$ cat src/design/tcg_pkg.sv
package tcg_pkg;

    localparam int ADDR_W  = 13;
    localparam int BYTE_W  = 8;
    localparam int LINE_W  = 8;
    localparam int X_W     = 11;
    localparam int MASK_W  = 11;
    localparam int SHADE_W = 8;
    localparam int CELL_WIDTH = 11;

    // Request kinds carried on req_type.
    localparam logic REQ_LOAD   = 1'b0;
    localparam logic REQ_RENDER = 1'b1;

    // Configuration register indexes.
    localparam logic CFG_NORMAL = 1'b0;
    localparam logic CFG_BOLD   = 1'b1;

    // One classified transaction, handed from the front end to the render engine.
    typedef struct packed {
        logic                 is_load;
        logic                 wr_ok;
        logic [ADDR_W-1:0]    wr_addr;
        logic [BYTE_W-1:0]    wr_data;
        logic [ADDR_W-1:0]    rd_base;
        logic                 oob;
        logic [LINE_W-1:0]    line_base;
        logic [X_W-1:0]       x_start;
        logic                 under;
        logic [SHADE_W-1:0]   lit;
        logic [SHADE_W-1:0]   unlit;
    } t_cmd;

endpackage

$ cat src/design/tcg_front.sv
module tcg_front #(
    parameter int GLYPH_LINES = 10,
    parameter int GLYPH_COUNT = 256
) (
    input  logic                          i_clk,
    input  logic                          i_rst_n,
    input  logic                          i_cfg_valid,
    input  logic                          i_cfg_index,
    input  logic [tcg_pkg::SHADE_W-1:0]   i_cfg_data,
    input  logic                          i_in_valid,
    output logic                          o_in_stall,
    input  logic                          i_req_type,
    input  logic [tcg_pkg::ADDR_W-1:0]    i_glyph_address,
    input  logic [tcg_pkg::BYTE_W-1:0]    i_glyph_byte,
    input  logic [7:0]                    i_char_code,
    input  logic [4:0]                    i_cell_row,
    input  logic [7:0]                    i_cell_col,
    input  logic                          i_reverse_attr,
    input  logic                          i_blink_attr,
    input  logic                          i_bold_attr,
    input  logic                          i_underline_attr,
    input  logic                          i_blink_phase,
    input  logic                          i_full,
    output logic                          o_push,
    output tcg_pkg::t_cmd                 o_cmd
);

    localparam int AW = tcg_pkg::ADDR_W;
    localparam int SW = tcg_pkg::SHADE_W;
    localparam int STORE_DEPTH = GLYPH_COUNT * GLYPH_LINES * 2;
    localparam logic [AW:0] STORE_END = (AW + 1)'(STORE_DEPTH);
    localparam logic [8:0]  CODE_END  = 9'(GLYPH_COUNT);

    localparam logic [SW-1:0] NORMAL_RESET = 8'hFF;
    localparam logic [SW-1:0] BOLD_RESET   = 8'h7F;

    logic [SW-1:0] r_normal_shade;
    logic [SW-1:0] r_bold_shade;
    logic [SW-1:0] fg;
    logic          off;

    always_ff @(posedge i_clk) begin
        if (!i_rst_n) begin
            r_normal_shade <= NORMAL_RESET;
            r_bold_shade   <= BOLD_RESET;
        end else if (i_cfg_valid) begin
            unique case (i_cfg_index)
                tcg_pkg::CFG_NORMAL: r_normal_shade <= i_cfg_data;
                tcg_pkg::CFG_BOLD:   r_bold_shade   <= i_cfg_data;
            endcase
        end
    end

    assign o_in_stall = i_full;
    assign o_push     = i_in_valid && !i_full;

    assign fg  = i_bold_attr ? r_bold_shade : r_normal_shade;
    assign off = i_blink_attr && i_blink_phase;

    always_comb begin
        o_cmd.is_load   = (i_req_type == tcg_pkg::REQ_LOAD);
        o_cmd.wr_ok     = ({1'b0, i_glyph_address} < STORE_END);
        o_cmd.wr_addr   = i_glyph_address;
        o_cmd.wr_data   = i_glyph_byte;
        o_cmd.rd_base   = {5'b0, i_char_code} * AW'(GLYPH_LINES);
        o_cmd.oob       = !({1'b0, i_char_code} < CODE_END);
        o_cmd.line_base = {3'b0, i_cell_row} * 8'(GLYPH_LINES);
        o_cmd.x_start   = {3'b0, i_cell_col} * 11'(tcg_pkg::CELL_WIDTH);
        o_cmd.under     = i_underline_attr;
        // Reverse swaps the shades; blink-off shows a reversed glyph unreversed and blanks a normal one.
        if (i_reverse_attr) begin
            o_cmd.lit   = off ? fg : '0;
            o_cmd.unlit = off ? '0 : fg;
        end else begin
            o_cmd.lit   = off ? '0 : fg;
            o_cmd.unlit = '0;
        end
    end

endmodule

$ cat config.mk
export PLATFORM = sky130hd
export DESIGN_NAME = tcg_front
export DESIGN_NICKNAME = d
export VERILOG_FILES = /design/src/design/tcg_pkg.sv /design/src/design/tcg_front.sv
export SDC_FILE = /design/constraint.sdc
export NUM_CORES = 1
export LEC_CHECK = 0
export BUFFER_PORTS_ARGS = -buffer_cell sky130_fd_sc_hd__buf_2
export CORE_MARGIN = 2
export CORE_UTILIZATION = 30
export CTS_BUF_LIST = sky130_fd_sc_hd__clkbuf_16
export DETAILED_ROUTE_END_ITERATION = 10
export PLACE_DENSITY = 0.72
export SETUP_SLACK_MARGIN = 0.15
export SLEW_MARGIN = 20
export SYNTH_ARGS = -nofsm -noshare
export SYNTH_HDL_FRONTEND = slang
export SYNTH_SLANG_ARGS = --single-unit
$ cat constraint.sdc
create_clock -name i_clk -period 2.7 [get_ports i_clk]
set_input_delay 0.135 -clock i_clk [delete_from_list [all_inputs] [get_ports i_clk]]
set_output_delay 0.135 -clock i_clk [all_outputs]
set_load 0.005 [all_outputs]
# Word level (Yosys, flattened, before mapping)
# Cells that the tools add are included.
[op_classes]
addsub = 0
n_eq_ne = 0
muxes = 4
reduce_logical = 5
n_shift = 0
bitwise = 2
n_div = 0
multipliers = 3
magnitude_cmp = 1
[ops]
columns = ["op", "count"]
rows = [
  ["$mux W8", 3],
  ["$mux W16", 1],
  ["$lt A13 B13 Y1 const B", 1],
  ["$mul A8 B3 Y11 const B", 1],
  ["$mul A8 B4 Y11 const B", 1],
  ["$mul A5 B3 Y7 const B", 1],
  ["$reduce_and A2 Y1", 2],
  ["$logic_and A1 B1 Y1", 2],
  ["$not A1 Y1", 2],
  ["$logic_not A1 Y1", 1],
]
[totals]
output_inout_bits = 75
register_bits = 16
word_cells = 17
mem_bits_ro = 0
latch_bits = 0
ramBits = 0
in_bits = 62
mem_count = 0

# Logic depth before layout (Yosys ltp)
[depth]
ltp_word = 3
depth_mapped = 10
ltp_nobuf = 10

# Worst setup path before layout
# OpenSTA, ideal clock, no wires.
[synth_timing]
path_type = "input-to-output"
start = "in i_cell_col[2]"
end = "out o_cmd[26] (netlist name)"
setup_slack_ns = 0.488
stages = 10
arrival_ns = 2.077
required_time_ns = 2.565
path_cell_list = "ha_1 > inv_1 > fa_1 > inv_1 > ha_1 > a21oi_2 > nor2b_1 > a311oi_2 > a211oi_2 > xor2_1"
[synth_rtl]
columns = ["item", "line", "rtl"]
rows = [
  ["start, declared", "tcg_front.sv:17", "input logic [7:0] i_cell_col,"],
  ["end, declared", "tcg_front.sv:25", "output tcg_pkg::t_cmd o_cmd"],
]

==> results.json <==
{
  "synth_seq_cells": 16,
  "use_met1": 0.1380,
  "ys_warn_count": 0,
  "numClockSinks": 16,
  "stdcell_count": 392,
  "violations": "DRC",
  "antenna_found_initial": 0,
  "cp-start-kind": "input port",
  "finalMaxSlewViolations": 0,
  "fmax_mhz": 406.2,
  "final.setup_skew_ns": 0,
  "synth-seq-area-share": 0.1596,
  "clk_pin_slew_ns": 0.05,
  "start_util": 0.3125,
  "criticalPathCategory": "input port to output pin",
  "syn_to_final_growth_pct": 22.44,
  "fin_crit_sh": 0.9117,
  "gr-total-overflow": 0,
  "final_common_cell": "buf_2",
  "r2r-start": "r_bold_shade[1]",
  "min_period_ns": 2.462,
  "h-tree-depth": 1,
  "leakage_nw": 1.375,
  "layout_common_cells": "buf_2 (94), nand2_1 (35), ha_1 (35)",
  "first_global_vias": 1703,
  "routed_wl_um": 4269,
  "die_y_um": 85.79,
  "clock_latency_ns": 0.24,
  "grt_max_degree": 17,
  "hold_start": "i_cfg_data[1]",
  "cts-buffers-inserted": 3,
  "netlist_instances": 250,
  "worstPathArrival_ns": 2.33,
  "outcome": "complete, but fails checks",
  "wl_per_cell_um": 10.89,
  "rsz0062_at_grt": "yes",
  "dpl.hpwl_um": 3685,
  "setup_tns_ns": 0,
  "setup_viol": 0,
  "clock_path_buffers": 2,
  "cap_viol_max_count": 0,
  "via_per_inst": 4.579,
  "synth_area_um2": 2007,
  "cp-startpoint": "i_cell_col[4]",
  "crit_fanout": 3,
  "dieArea_um2": 7360,
  "met3_usage": 0.01251,
  "critPathRequiredTime_ns": 2.57,
  "grtUsageTotal": 0.1114,
  "io_buffers": 94,
  "max_slew_margin": 0.5213,
  "drive_gt1_frac": 0.3365,
  "worst_setup_path_end_kind": "output pin",
  "rows": 29,
  "syn_area_per_cell_um2": 8.028,
  "power.density_nw_per_um2": 459.9,
  "final_antenna_net_count": 0,
  "num_vias": 1795,
  "place_congestion": 0.7368,
  "core_area_um2": 6422,
  "io_pins": 137,
  "cts_tree": "built",
  "drc": 14,
  "hold_viol": 0,
  "grt_pass1_wl_um": 7017,
  "met2_usage": 0.2067,
  "worst_ir_drop_vdd_v": 0.0003662,
  "drt_iter0_markers": 71,
  "die_w_um": 85.79,
  "first_pass_iters": 7,
  "worst_pin_slew_ns": 0.7130,
  "placed_cells": 388,
  "hold_path.class": "input port to flip-flop",
  "grt.busiest_layer": "met2",
  "layout.nets": 422,
  "clockRootBuffer": "clkbuf_16",
  "antenna_cells": 0,
  "ys_types": 31
}
metrics by stage:
step / utilization / hold WS [ns] / setup WS [ns] / total power, mW / cell area, um^2
after global routing: 0.3826 / 0.1289 / 0.1375 / 1.224 / 2457
after global placement: 0.3631 / 0.2700 / 0.2088 / 0.8049 / 2332
after floorplan: - / 0.2068 / 0.4877 / 0.6362 / 2018
after detailed placement: 0.3631 / 0.2700 / 0.1679 / 0.8206 / 2332
final: 0.3826 / 0.1181 / 0.2383 / 1.130 / 2457
after CTS: 0.3754 / 0.1132 / 0.1630 / 1.107 / 2411
state kept, by name, summed over array words and instances (netlist names):
signal          flops
r_bold_shade        8
r_normal_shade      8
final timing paths:
path	endpoint	slack, ns	depth (start not counted)
setup / recovery	o_cmd[26]	0.24	12
hold / removal	r_normal_shade[1]	0.12	3
setup reg to reg	r_bold_shade[1]	2.12	2
hold reg to reg	r_bold_shade[7]	0.46	2
synth_stat cells (all sizes together):
cell type  number  share of area
nand3          15          0.037
o22ai           1         0.0031
dfxtp          16           0.16
nor2b           6          0.019
conb            1         0.0019
o211ai          1         0.0037
a21o            3          0.011
o21a            2         0.0075
clkbuf          4         0.0075
a311oi          1         0.0075
nand2b          2         0.0062
ha             37           0.23
nor3            3         0.0075
a21boi          2         0.0075
or3             1         0.0031
o21bai          1         0.0037
mux2i           8          0.040
nor2           22          0.041
o21ai           2         0.0050
a211oi          2          0.010
nand2          35          0.065
inv            21          0.039
fa              7          0.070
buf            33           0.12
xnor2          11          0.048
and2            1         0.0031
xor2            4          0.017
a21oi           8          0.022
final cells by class:
cell class | instances | area, um^2
Clock inverter | 1 | 3.754
Clock buffer | 3 | 75.07
Inverter | 21 | 78.83
Sequential cell | 16 | 320.3
Fill cell | 658 | 3965
Tap cell | 77 | 96.34
Timing Repair Buffer | 95 | 478.0
Multi-Input combinational cell | 179 | 1405
cell families (layout without fill, tap and decap cells):
kind of cell,count (synthesis),in the layout,synth area share
simple gates,85,85,0.1827
buf+inv,58,120,0.1690
fa+ha+maj,44,44,0.3005
compound gates,23,23,0.08104
flops,16,16,0.1596
xor+xnor,15,15,0.06546
mux,8,8,0.03990
other cells,1,4,0.001869
metal layers:
layer,wire length [um],up-vias
li1,-,916
met1,1835,803
met2,2101,70
met3,313,6
met4,19,0
met5,0,-
timing repair:
action / 4_1_cts / 5_1_grt
hold buffers: 0 / 0
resized for setup: 0 / 8
buffers inserted: 0 / 0
setup endpoints to repair: 0 / 2
worst max-delay path, stage by stage:
cell and delay [ns]:
buf_2 0.13, ha_1 0.27, inv_1 0.05, fa_1 0.50, inv_1 0.06, ha_4 0.25, a21oi_4 0.17, nor2b_4 0.06
a311oi_4 0.25, a211oi_2 0.12, xor2_1 0.19, buf_2 0.14
where the power goes:
| group | internal, mW | leakage [nW] | total [mW] | switching, mW |
|---|---|---|---|---|
| Sequential | 0.253 | 0.133 | 0.260 | 0.00770 |
| Clock | 0.196 | 0.0385 | 0.285 | 0.0888 |
| Combinational | 0.295 | 1.20 | 0.585 | 0.290 |
| Total | 0.743 | 1.37 | 1.13 | 0.387 |
Note: power is estimated with default switching activity, not from simulation.
