`src/design/tcg_pkg.sv`:
```
package tcg_pkg;

    localparam int ADDR_W  = 13;
    localparam int BYTE_W  = 8;
    localparam int LINE_W  = 8;
    localparam int X_W     = 11;
    localparam int MASK_W  = 11;
    localparam int SHADE_W = 8;
    localparam int CELL_WIDTH = 11;

    // Request kinds carried on req_type.
    localparam logic REQ_LOAD   = 1'b0;
    localparam logic REQ_RENDER = 1'b1;

    // Configuration register indexes.
    localparam logic CFG_NORMAL = 1'b0;
    localparam logic CFG_BOLD   = 1'b1;

    // One classified transaction, handed from the front end to the render engine.
    typedef struct packed {
        logic                 is_load;
        logic                 wr_ok;
        logic [ADDR_W-1:0]    wr_addr;
        logic [BYTE_W-1:0]    wr_data;
        logic [ADDR_W-1:0]    rd_base;
        logic                 oob;
        logic [LINE_W-1:0]    line_base;
        logic [X_W-1:0]       x_start;
        logic                 under;
        logic [SHADE_W-1:0]   lit;
        logic [SHADE_W-1:0]   unlit;
    } t_cmd;

endpackage

```
`src/design/tcg_queue.sv`:
```
module tcg_queue (
    input  logic           i_clk,
    input  logic           i_rst_n,
    input  logic           i_push,
    input  tcg_pkg::t_cmd  i_cmd,
    output logic           o_full,
    output logic           o_valid,
    output tcg_pkg::t_cmd  o_cmd,
    input  logic           i_pop
);

    tcg_pkg::t_cmd r_mem [2];
    logic          r_wr_ptr;
    logic          r_rd_ptr;
    logic [1:0]    r_count;

    assign o_full  = (r_count == 2'd2);
    assign o_valid = (r_count != 2'd0);
    assign o_cmd   = r_mem[r_rd_ptr];

    always_ff @(posedge i_clk) begin
        if (i_push) begin
            r_mem[r_wr_ptr] <= i_cmd;
        end
    end

    always_ff @(posedge i_clk) begin
        if (!i_rst_n) begin
            r_wr_ptr <= 1'b0;
            r_rd_ptr <= 1'b0;
            r_count  <= 2'd0;
        end else begin
            if (i_push) begin
                r_wr_ptr <= !r_wr_ptr;
            end
            if (i_pop) begin
                r_rd_ptr <= !r_rd_ptr;
            end
            if (i_push && !i_pop) begin
                r_count <= r_count + 2'd1;
            end else if (i_pop && !i_push) begin
                r_count <= r_count - 2'd1;
            end
        end
    end

endmodule

```
`config.mk`:
```
export PLATFORM = sky130hd
export DESIGN_NAME = tcg_queue
export DESIGN_NICKNAME = d
export VERILOG_FILES = /design/src/design/tcg_pkg.sv /design/src/design/tcg_queue.sv
export SDC_FILE = /design/constraint.sdc
export NUM_CORES = 1
export LEC_CHECK = 0
export BUFFER_PORTS_ARGS = -buffer_cell sky130_fd_sc_hd__buf_4
export CAP_MARGIN = 20
export CORE_UTILIZATION = 30
export DETAILED_ROUTE_END_ITERATION = 6
export GPL_TIMING_DRIVEN = 0
export PLACE_DENSITY = 0.51
export SYNTH_ARGS = -nofsm -noshare
export SYNTH_HDL_FRONTEND = slang
export SYNTH_SLANG_ARGS = --single-unit
```
`constraint.sdc`:
```
create_clock -name i_clk -period 13.1 [get_ports i_clk]
set_input_delay 2.62 -clock i_clk [delete_from_list [all_inputs] [get_ports i_clk]]
set_output_delay 2.62 -clock i_clk [all_outputs]
set_load 0.01 [all_outputs]
```
Word level (Yosys, flattened, before mapping) --
Memory sizes are Yosys's and may differ from the RTL's. A register that Yosys moved wholly into a read port is not among the register bits. Index checks and enable logic that the tools add are counted.
Cells by class: add/sub/neg operators 2, reductions and logical operators 8, mux-type cells 6, eq/ne operators 1
Operators with widths (number):
- $logic_not A1 Y1 | 4
- $mux W1 | 4
- $mux W2 | 2
- $reduce_bool A2 Y1 | 2
- $add A2 B1 Y2 const B | 1
- $eq A2 B2 Y1 const B | 1
- $logic_and A1 B1 Y1 | 2
- $sub A2 B1 Y2 const B | 1
Word-level totals: output and inout bits 75, RAM bits 146, bits of input ports 77, memories kept 1, flip-flop bits (word level) 4
Memory list:
- r_mem | depth 2, width 73, rd ports 1, clocked after Yosys merged registers in 1, write ports 1, line tcg_queue.sv:12 | tcg_pkg::t_cmd r_mem [2];

Logic depth before layout (Yosys ltp) --
Gate-level depths: netlist (run 1).
depth after elaboration 4, mapped depth 5

Worst setup path after synthesis (run 1) --
No wires, ideal clock.
path type input port to flip-flop, from input port i_push, to memory r_mem[0][0] in the netlist's numbering, enable pin, data arrival time 5850 ps, setup time 514 ps, stages 1, buffers on the path 0, slack 6736 ps, required time 12586 ps, cells stage by stage nor2b_1
On the way: word-level cells in the longest chain between the ends 2
Ends and longest elaborated chain:
- start: declaration | line tcg_queue.sv:4 | input logic i_push,
- $mux W1 | line tcg_queue.sv:22 | if (i_push) begin
- $mux W1 (implied by the code) | line tcg_queue.sv:23 | r_mem[r_wr_ptr] <= i_cmd;
- end: declaration | line tcg_queue.sv:12
Every way passes these cells.

==> run summary, run 1 <==
number of buffers and inverters on the critical path -> 3
# Post-CTS Setup Buffers -> 0
flop-to-flop setup slack -> 11.49 ns
Internal -> 0.000971 W
CTS buffer count -> 17
PortBufs -> 151
Hold Buf Count CTS -> 0
starting density of the core -> 30.7%
Worst setup EP type -> output port
min Tclk post-route -> 4.25 ns
Yosys top cell by area -> edfxtp_1
n_diodes -> 0
Setup Skew -> 0.00878 ns
synth top area cells -> edfxtp_1 (80%), mux2_2 (15%), dfxtp_1 (1.8%), buf_6 (1.4%), and2_1 (0.45%)
crit path max fanout -> 10
post-synth cell types -> 17
slowest CP cell -> mux2_2
die width -> 138 um
Reg power frac -> 46.2%
Max Slew Vio Count -> 0
max frequency -> 235 MHz
CP peak stage delay -> 0.35 ns
power after layout -> 0.00122 W
residual DRC count -> 0
Final setup viols -> 0
initial drt markers -> 85
vias in the first global route -> 2907
Synth top area share -> 79.5%
CTS tree -> yes
EDFF count, synth -> 146
Sw Ratio -> 20.4%
Slew @ Worst Pin -> 0.749 ns
post-route setup slack -> 8.85 ns
Comb power frac -> 11.1%
GPL Wtd Cong -> 0.665
Post-Syn Instances -> 249
asr flop ratio synth -> 0%
pwr/cell area -> 160 nW/um^2
initial antenna violation count -> 0
layout cell share with drive strength beyond 1 -> 61.1%
fin cells -> 664
Vias -> 2828
via/cell ratio -> 4.26
Layout Utilization -> 42.5%
Mean Syn Cell Area -> 22.1 sq um
Leak Pwr -> 2.86 nW
Pre-antenna DRT Iters -> 4
post-route setup TNS -> 0 ns
Final nets -> 500
HP Class -> reg -> reg
Setup CP Type -> reg -> out
Worst Path Required -> 10.48 ns
clock power share -> 42.7%
Clock Path Buffers -> 2
dpl hpwl -> 6790 um
warning count from the yosys run -> 0
die height -> 138 um
pin count of the biggest net entering global routing -> 39
switching power -> 0.000249 W
grt ovf -> 0
relative slew slack -> 50.0%
WP data arrival -> 1.63 ns
first-pass GRT wire length -> 15200 um
mapped cell area -> 5510 sq um
clk_lat worst skew -> 0.41 ns
Final Cycle Share -> 32.4%
Filler Cells Inserted -> 1642
maxcap violations -> 0
gr usage total -> 11.1%
Die ar. -> 18900 sq um
DRT antenna net count -> 0
dominant synthesized flop cell -> edfxtp_1
synthesized net count -> 327
Ports -> 152
Synth-to-Final Area Change -> 38.6%
WL per Instance -> 15.7 um
Hold Fails Final Rpt -> 0
Placement Rows -> 49
sequential-to-total area share from yosys stat -> 81.3%
critical path launch point type -> register
CORE AREA -> 18000 sq um
Root Buffer -> clkbuf_16
H-tree depth -> 4
outcome -> finished clean
Yosys reg bits -> 151
cell mode on critical path -> buf_4
final wirelength -> 10500 um
RSZ-0062 raised after global routing -> false
CP top delay family -> buffers and inverters
clock sinks -> 151
# resized after CTS -> 0
DP Cell Count -> 632
Peak supply drop -> 0.0825 mV
Clock transition at path regs -> 0.06 ns
worst-path cell chain -> buf_4 > buf_6 > mux2_2 > buf_4
pre-CTS setup slack -> 9.05 ns
## worst paths after layout
path,endpoint,start,cells past startpoint
worst max-delay path,o_cmd[47],register,4
worst min-delay path,r_count[1]$_SDFFE_PN0P_,r_count[1]$_SDFFE_PN0P_,2
worst max register to register,r_mem[1][49]$_DFFE_PP_,r_wr_ptr$_SDFFE_PN0P_,2
worst min register to register,r_count[1]$_SDFFE_PN0P_,r_count[1]$_SDFFE_PN0P_,2
## cell usage after synthesis (2+ instances only)
library cell / n
nor2b_1: 2
xor2_1: 2
and2_1: 4
edfxtp_1: 146
dfxtp_1: 5
mux2_2: 73
buf_6: 7
## logic make-up (layout without fill, tap and decap cells)
kind of cell | after synthesis | in the layout | share of synthesized area, %
adders and majority gates | 1 | 1 | 0.227
and+or+nand+nor | 9 | 9 | 1.07
muxes | 73 | 73 | 14.9
AOI/OAI and AO/OA | 3 | 3 | 0.363
xor gates and xnor gates | 3 | 3 | 0.477
buffers and inverters | 9 | 195 | 1.63
DFF | 151 | 151 | 81.3
## final cells by class
type,count,area [sq um],area share (%)
clock inverter,13,204,2.67
buffer,8,86.3,1.13
inverter,1,3.75,0.0491
clock buffer,19,433,5.67
sequential,151,4480,58.7
multi-input combinational,89,950,12.4
timing repair buffer,154,1190,15.6
tap,229,287,3.75
## metrics by stage
stage | hold WS (ns) | cell area [sq um]
after floorplan | 0.461 | 5510
after global routing | 0.592 | 7640
after detailed placement | 0.508 | 7000
after global placement | 0.478 | 6930
final | 0.507 | 7640
after CTS | 0.516 | 7640
## power groups by stage
stage,clock network [W],registers (W),logic [W]
finish,0.000521,0.000563,0.000135
global route,0.000555,0.000566,0.000146
CTS,0.000538,0.000564,0.000139
detailed placement,0,0.000574,0.000138
global placement,0,0.000576,0.000133
floorplan,0,0.000574,0.0000655
## routing by layer
layer  part of all wire (%)  vias to the layer above  track usage [%]
li1                       -                     1329                -
met1                     42                     1397             12.5
met2                     49                       93             18.1
met3                    7.5                        9             5.22
met4                    1.2                        0             4.40
met5                      0                        -                0
## sequential cells by signal (all words and copies together) (netlist names), named ones only
name      flops
r_count       2
r_mem       146
r_rd_ptr      1
r_wr_ptr      1
## worst register-to-register path: cells and delay by family (launching register included)
family | cells | cell delay, ns
buffers and inverters | 1 | 0.31
DFF | 1 | 0.40
and+or+nand+nor | 1 | 0.56
## layout by cell type (no fill, tap or decap)
cell type / count
a21boi_1: 1
and2_1: 3
and2_4: 1
and2b_2: 1
buf_12: 3
buf_4: 152
buf_6: 7
bufinv_16: 5
clkbuf_1: 2
clkbuf_16: 17
clkinv_1: 3
clkinv_4: 4
clkinvlp_4: 1
dfxtp_1: 5
edfxtp_1: 146
ha_1: 1
inv_1: 1
mux2_2: 73
nor2b_1: 1
nor2b_4: 1
o21a_1: 1
o21ai_0: 1
or2_2: 1
or3_1: 1
xnor2_1: 1
xor2_1: 2
Power figures use the tool's default switching activity.
==> run 2, diff against run 1 <==
- ABC_AREA: not set -> 1
- PLACE_DENSITY: 0.51 -> 0.52
- clock period: 13.1 -> 3.8 ns (I/O delays scaled with it)
==> run summary, run 2 <==
Post-synth top cells -> edfxtp_1 (146), mux2_4 (70), nand2_1 (9), inv_1 (8), nor2_1 (8) (was edfxtp_1 (146), mux2_2 (73), buf_6 (7), dfxtp_1 (5), and2_1 (4))
Post-Syn Instances -> 262 (was 249)
CTS buffer count -> 17 (unchanged)
EDFF count, synth -> 146 (unchanged)
gr usage total -> 11.2% (was 11.1%)
asr flop ratio synth -> 0% (unchanged)
hold depth -> 2 (unchanged)
Peak supply drop -> 0.287 mV (was 0.0825 mV)
max reg flops -> 146 (unchanged)
Hold Fails Final Rpt -> 0 (unchanged)
first-pass GRT wire length -> 16300 um (was 15200 um)
synthesized net count -> 340 (was 327)
Mean Syn Cell Area -> 22.3 sq um (was 22.1 sq um)
pre-CTS setup slack -> 1.61 ns (was 9.05 ns)
Yosys top cell by area -> edfxtp_1 (unchanged)
CORE AREA -> 18900 sq um (was 18000 sq um)
Setup CP Type -> reg -> out (unchanged)
DRT antenna net count -> 0 (unchanged)
dominant synthesized flop cell -> edfxtp_1 (unchanged)
Layout Utilization -> 42.1% (was 42.5%)
Clock Path Buffers -> 2 (unchanged)
# resized after CTS -> 0 (unchanged)
Top reg by flops -> r_mem (unchanged)
WL per Instance -> 15.3 um (was 15.7 um)
crit path max fanout -> 10 (unchanged)
outcome -> finished clean (unchanged)
design area -> 7960 sq um (was 7640 sq um)
final wirelength -> 10900 um (was 10500 um)
DP Area -> 7380 sq um (was 7000 sq um)
worst r2r src -> r_wr_ptr$_SDFFE_PN0P_ (unchanged)
H-tree depth -> 4 (unchanged)
post-synth cell types -> 14 (was 17)
biggest regs -> r_mem x146, r_count x2 (unchanged)
Yosys reg bits -> 151 (unchanged)
Worst Path Required -> 3.04 ns (was 10.48 ns)
Worst setup EP type -> output port (unchanged)
via/cell ratio -> 4.06 (was 4.26)
Synth top area share -> 75.0% (was 79.5%)
RSZ-0062 raised after global routing -> false (unchanged)
relative slew slack -> 48.4% (was 50.0%)
synth top area cells -> edfxtp_1 (75%), mux2_4 (18%), buf_12 (2.4%), dfxtp_1 (1.7%), nand2_1 (0.58%) (was edfxtp_1 (80%), mux2_2 (15%), dfxtp_1 (1.8%), buf_6 (1.4%), and2_1 (0.45%))
Pre-antenna DRT Iters -> 4 (unchanged)
Synth-to-Final Area Change -> 36.2% (was 38.6%)
critical path launch point type -> register (unchanged)
Slew @ Worst Pin -> 0.772 ns (was 0.749 ns)
most frequent cells in the layout -> buf_4 (151), edfxtp_1 (146), mux2_4 (70) (was buf_4 (152), edfxtp_1 (146), mux2_2 (73))
# Post-CTS Setup Buffers -> 0 (unchanged)
Final nets -> 513 (was 500)
Vias -> 2875 (was 2828)
sequential-to-total area share from yosys stat -> 76.7% (was 81.3%)
Final setup viols -> 0 (unchanged)
maxcap violations -> 0 (unchanged)
most frequent cell after synthesis -> edfxtp_1 (unchanged)
Ports -> 152 (unchanged)
min Tclk post-route -> 2.39 ns
post-route setup TNS -> 0 ns (unchanged)
HP Class -> reg -> reg (unchanged)
R2R cell count -> 3 (was 2)
worst hold start -> r_rd_ptr$_SDFFE_PN0P_ (was r_count[1]$_SDFFE_PN0P_)
Clock transition at path regs -> 0.05 ns (was 0.06 ns)
GPL Wtd Cong -> 0.694 (was 0.665)
Root Buffer -> clkbuf_16 (unchanged)
grt ovf -> 0 (unchanged)
mapped cell area -> 5850 sq um (was 5510 sq um)
starting density of the core -> 31.0% (was 30.7%)
Leak Pwr -> 3.15 nW (was 2.86 nW)
flop-to-flop setup slack -> 2.19 ns (was 11.49 ns)
layout cell share with drive strength beyond 1 -> 58.9% (was 61.1%)
post-route setup slack -> 1.41 ns (was 8.85 ns)
dpl hpwl -> 7100 um (was 6790 um)
WP data arrival -> 1.63 ns (about the same)
Placement Rows -> 50 (was 49)
Die ar. -> 20100 sq um (was 18900 sq um)
vias in the first global route -> 3062 (was 2907)
pwr/cell area -> 517 nW/um^2 (was 160 nW/um^2)
most common cell after layout, fill and taps aside -> buf_4 (unchanged)
max frequency -> 419 MHz
initial antenna violation count -> 0 (unchanged)
Setup Skew -> 0.00989 ns (was 0.00878 ns)
residual DRC count -> 0 (unchanged)
PortBufs -> 151 (unchanged)
initial drt markers -> 122 (was 85)
Hold Buf Count CTS -> 0 (unchanged)
pin count of the biggest net entering global routing -> 39 (unchanged)
FF-to-FF End -> r_mem[1][32]$_DFFE_PP_ (was r_mem[1][49]$_DFFE_PP_)
CTS tree -> yes (unchanged)
Max Slew Vio Count -> 0 (unchanged)
clk_lat worst skew -> 0.42 ns (was 0.41 ns)
n_diodes -> 0 (unchanged)
warning count from the yosys run -> 0 (unchanged)
die height -> 142 um (was 138 um)
die width -> 142 um (was 138 um)
hold slack -> 0.501 ns (was 0.507 ns)
Final Cycle Share -> 62.8%
clock sinks -> 151 (unchanged)
## run 2: cell count changes after synthesis, moves of 4 or more
| cell | delta |
|---|---|
| mux2_2 | -70 |
| mux2_4 | +70 |
| nand2_1 | +9 |
| nor2_1 | +8 |
| buf_12 | +7 |
| inv_1 | +7 |
| buf_6 | -6 |
| and2_1 | -4 |
## run 2: worst max-delay path by stage
stage / slack (ns) / end / start / cells after the start
after CTS: 1.37 / o_cmd[43] / register / 4
final: 1.41 / o_cmd[27] / register / 4
after global placement: -0.65 / r_mem[0][29]$_DFFE_PP_ / i_push / 3
after detailed placement: 1.61 / r_mem[0][30]$_DFFE_PP_ / i_push / 4
after global routing: 1.33 / o_cmd[36] / register / 4
after floorplan: 0.70 / r_mem[0][0]$_DFFE_PP_ / i_push / 2
## run 2: kinds of logic after synthesis
kind of cell,after synthesis,synth area share [%]
flops,151,76.7
mux,73,18.5
simple gates,19,1.28
buf+inv,16,3.10
compound gates,2,0.171
fa+ha+maj,1,0.214
## run 2: cell type report
| cell class | instances | area [sq um] |
|---|---|---|
| fillers | 1730 | 10900 |
| flip-flops and latches | 151 | 4480 |
| repair buffers | 154 | 1190 |
| multi-input cells | 95 | 1190 |
| clock buffers | 19 | 433 |
| well taps | 260 | 325 |
| clock inverters | 13 | 153 |
| plain buffers | 8 | 151 |
| inverters | 8 | 32.5 |
## run 2: stage by stage
stage | power, W | instances
global placement | 0.00246 | 673
detailed placement | 0.00247 | 676
floorplan | 0.00224 | 262
global route | 0.00427 | 708
finish | 0.00412 | 708
CTS | 0.00417 | 708
## run 2: critical path, cell delays in order, from the launching register on
cell and delay, ns:
dfxtp_1 0.32, buf_6 0.24, buf_12 0.19, mux2_4 0.31
buf_4 0.15
## run 2: layer usage
layer / vias up / part of all wire (%) / global-route usage [%] / wire length (um)
met3: 13 / 6.8 / 4.18 / 742
met5: - / 0 / 0 / 0
li1: 1360 / - / - / -
met2: 104 / 48 / 18.2 / 5230
met1: 1398 / 43 / 13.0 / 4700
met4: 0 / 1.7 / 5.60 / 187
## run 2: power breakdown
| group | total, W | switching [W] | internal [W] |
|---|---|---|---|
| sequential | 0.00195 | 0.0000214 | 0.00193 |
| combinational | 0.000482 | 0.000204 | 0.000278 |
| clock | 0.00169 | 0.000659 | 0.00103 |
| total | 0.00412 | 0.000884 | 0.00323 |
==> run 3, diff against run 2 <==
- clock period: 3.8 -> 1.95 ns (I/O delays scaled with it)
==> run summary, run 3 (synthesized netlist as in run 2, its figures left out) <==
CTS tree -> yes (unchanged)
via/cell ratio -> 4.11 (was 4.06)
initial drt markers -> 97 (was 122)
Top reg by flops -> r_mem (unchanged)
Vias -> 2913 (was 2875)
layout cell share with drive strength beyond 1 -> 59.6% (was 58.9%)
Final Cycle Share -> 98.1%
met2 global-route usage -> 18.8% (was 18.2%)
maxcap violations -> 0 (unchanged)
CTS buffer count -> 17 (unchanged)
critical path launch point type -> register (unchanged)
max frequency -> 523 MHz
biggest regs -> r_mem x146, r_count x2 (unchanged)
WP data arrival -> 1.52 ns (was 1.63 ns)
CP peak stage delay -> 0.34 ns (was 0.32 ns)
GRT busiest layer -> met2 (unchanged)
residual DRC count -> 0 (unchanged)
Die ar. -> 20100 sq um (unchanged)
Max Slew Vio Count -> 0 (unchanged)
slowest CP cell -> dfxtp_2 (was dfxtp_1)
Leak Pwr -> 3.27 nW (was 3.15 nW)
M1 GR Usage -> 12.1% (was 13.0%)
die height -> 142 um (unchanged)
DRT antenna net count -> 0 (unchanged)
outcome -> finished clean (unchanged)
worst-path cell chain -> buf_12 > buf_12 > mux2_4 > buf_6 (was buf_6 > buf_12 > mux2_4 > buf_4)
crit path max fanout -> 10 (unchanged)
post-route setup TNS -> 0 ns (unchanged)
starting density of the core -> 31.0% (unchanged)
WL per Instance -> 15.2 um (was 15.3 um)
initial antenna violation count -> 0 (unchanged)
Hold Buf Count CTS -> 0 (unchanged)
GPL Wtd Cong -> 0.694 (about the same)
Slew @ Worst Pin -> 0.632 ns (was 0.772 ns)
HP Class -> in -> reg (was reg -> reg)
Setup CP Type -> reg -> out (unchanged)
H-tree depth -> 4 (unchanged)
Clock Path Buffers -> 2 (unchanged)
PortBufs -> 151 (unchanged)
number of buffers and inverters on the critical path -> 3 (unchanged)
first-pass GRT wire length -> 16500 um (was 16300 um)
min Tclk post-route -> 1.91 ns
Worst Path Required -> 1.56 ns (was 3.04 ns)
Synth-to-Final Area Change -> 42.0% (was 36.2%)
Ports -> 152 (unchanged)
n_diodes -> 0 (unchanged)
Hold Fails Final Rpt -> 0 (unchanged)
relative slew slack -> 57.8% (was 48.4%)
most frequent cells in the layout -> edfxtp_1 (146), buf_4 (81), mux2_4 (70), buf_6 (70), clkbuf_16 (17) (was buf_4 (151), edfxtp_1 (146), mux2_4 (70))
CP top delay family -> buffers and inverters (unchanged)
grt ovf -> 0 (unchanged)
Clock transition at path regs -> 0.06 ns (was 0.05 ns)
Final nets -> 514 (was 513)
CORE AREA -> 18900 sq um (unchanged)
vias in the first global route -> 3171 (was 3062)
cell mode on critical path -> buf_12
pwr/cell area -> 1010 nW/um^2 (was 517 nW/um^2)
final wirelength -> 10700 um (was 10900 um)
max reg flops -> 146 (unchanged)
Worst setup EP type -> output port (unchanged)
Placement Rows -> 50 (unchanged)
dpl hpwl -> 7170 um (was 7100 um)
met3 usage -> 4.35% (was 4.18%)
Root Buffer -> clkbuf_16 (unchanged)
most common cell after layout, fill and taps aside -> edfxtp_1 (was buf_4)
gr usage total -> 11.1% (was 11.2%)
Pre-antenna DRT Iters -> 4 (unchanged)
clk_lat worst skew -> 0.41 ns (was 0.42 ns)
Peak supply drop -> 0.552 mV (was 0.287 mV)
Setup Skew -> 0.00551 ns (was 0.00989 ns)
pin count of the biggest net entering global routing -> 34 (was 39)
Final setup viols -> 0 (unchanged)
RSZ-0062 raised after global routing -> true (was false)
die width -> 142 um (unchanged)
hold slack -> 0.156 ns (was 0.501 ns)
clock sinks -> 151 (unchanged)
run 3: cell types whose count changed in the layout (fill, tap and decap cells not counted), sizes merged:
cell      before  now
clkinvlp       2    1
inv           10    8
buf          162  163
bufinv         3    5
clkbuf        19   17
clkinv         6    8
run 3: per-layer routing:
layer  vias up  wire [um]
met5         -          0
met4         0        167
met3        12        753
met2        97       5550
met1      1442       4270
li1       1362          -
run 3: layout make-up:
type                            instances  area, sq um
Clock inverter                         14          206
Sequential cell                       151         4490
Clock buffer                           17          425
Timing Repair Buffer                  155         1480
Buffer                                  8          160
Fill cell                            1667        10600
Tap cell                              260          325
Multi-Input combinational cell         95         1190
Inverter                                8         33.8
run 3: final timing paths:
check	start	endpoint	slack, ns	cells past startpoint
setup / recovery	register	o_cmd[56]	0.04	4
hold / removal	i_cmd[57]	r_mem[0][57]$_DFFE_PP_	0.16	1
setup reg to reg	r_wr_ptr$_SDFFE_PN0P_	r_mem[0][29]$_DFFE_PP_	0.46	2
hold reg to reg	r_rd_ptr$_SDFFE_PN0P_	r_rd_ptr$_SDFFE_PN0P_	0.51	2
run 3: worst reg2reg max path, delay by kind of cell, from the launching register on:
| family | cells | cell delay (ns) |
|---|---|---|
| buf+inv | 1 | 0.28 |
| simple gates | 1 | 0.53 |
| flops | 1 | 0.35 |
run 3: report_power, final:
part	total [W]	switching, W	internal [W]
combinational	0.00104	0.000417	0.000628
sequential	0.00380	0.0000428	0.00375
clock	0.00353	0.00127	0.00225
run 3: metrics by stage:
step	instance area [sq um]	utilization [%]	power (W)	setup slack, ns	instances
after CTS	8300	43.9	0.00849	-0.00484	708
final	8300	43.9	0.00837	0.0373	708
after global placement	7320	38.7	0.00479	-0.886	673
after detailed placement	7400	39.2	0.00482	0.258	677
after floorplan	5860	-	0.00436	0.00131	262
after global routing	8300	43.9	0.00868	-0.0181	708
run 3: what timing repair did:
item	in CTS	in global routing
cloned	0	0
setup endpoints to repair	70	68
pin swaps	0	0
resized for setup	73	0
setup buffers	0	0
endpoints found under the hold margin	0	0
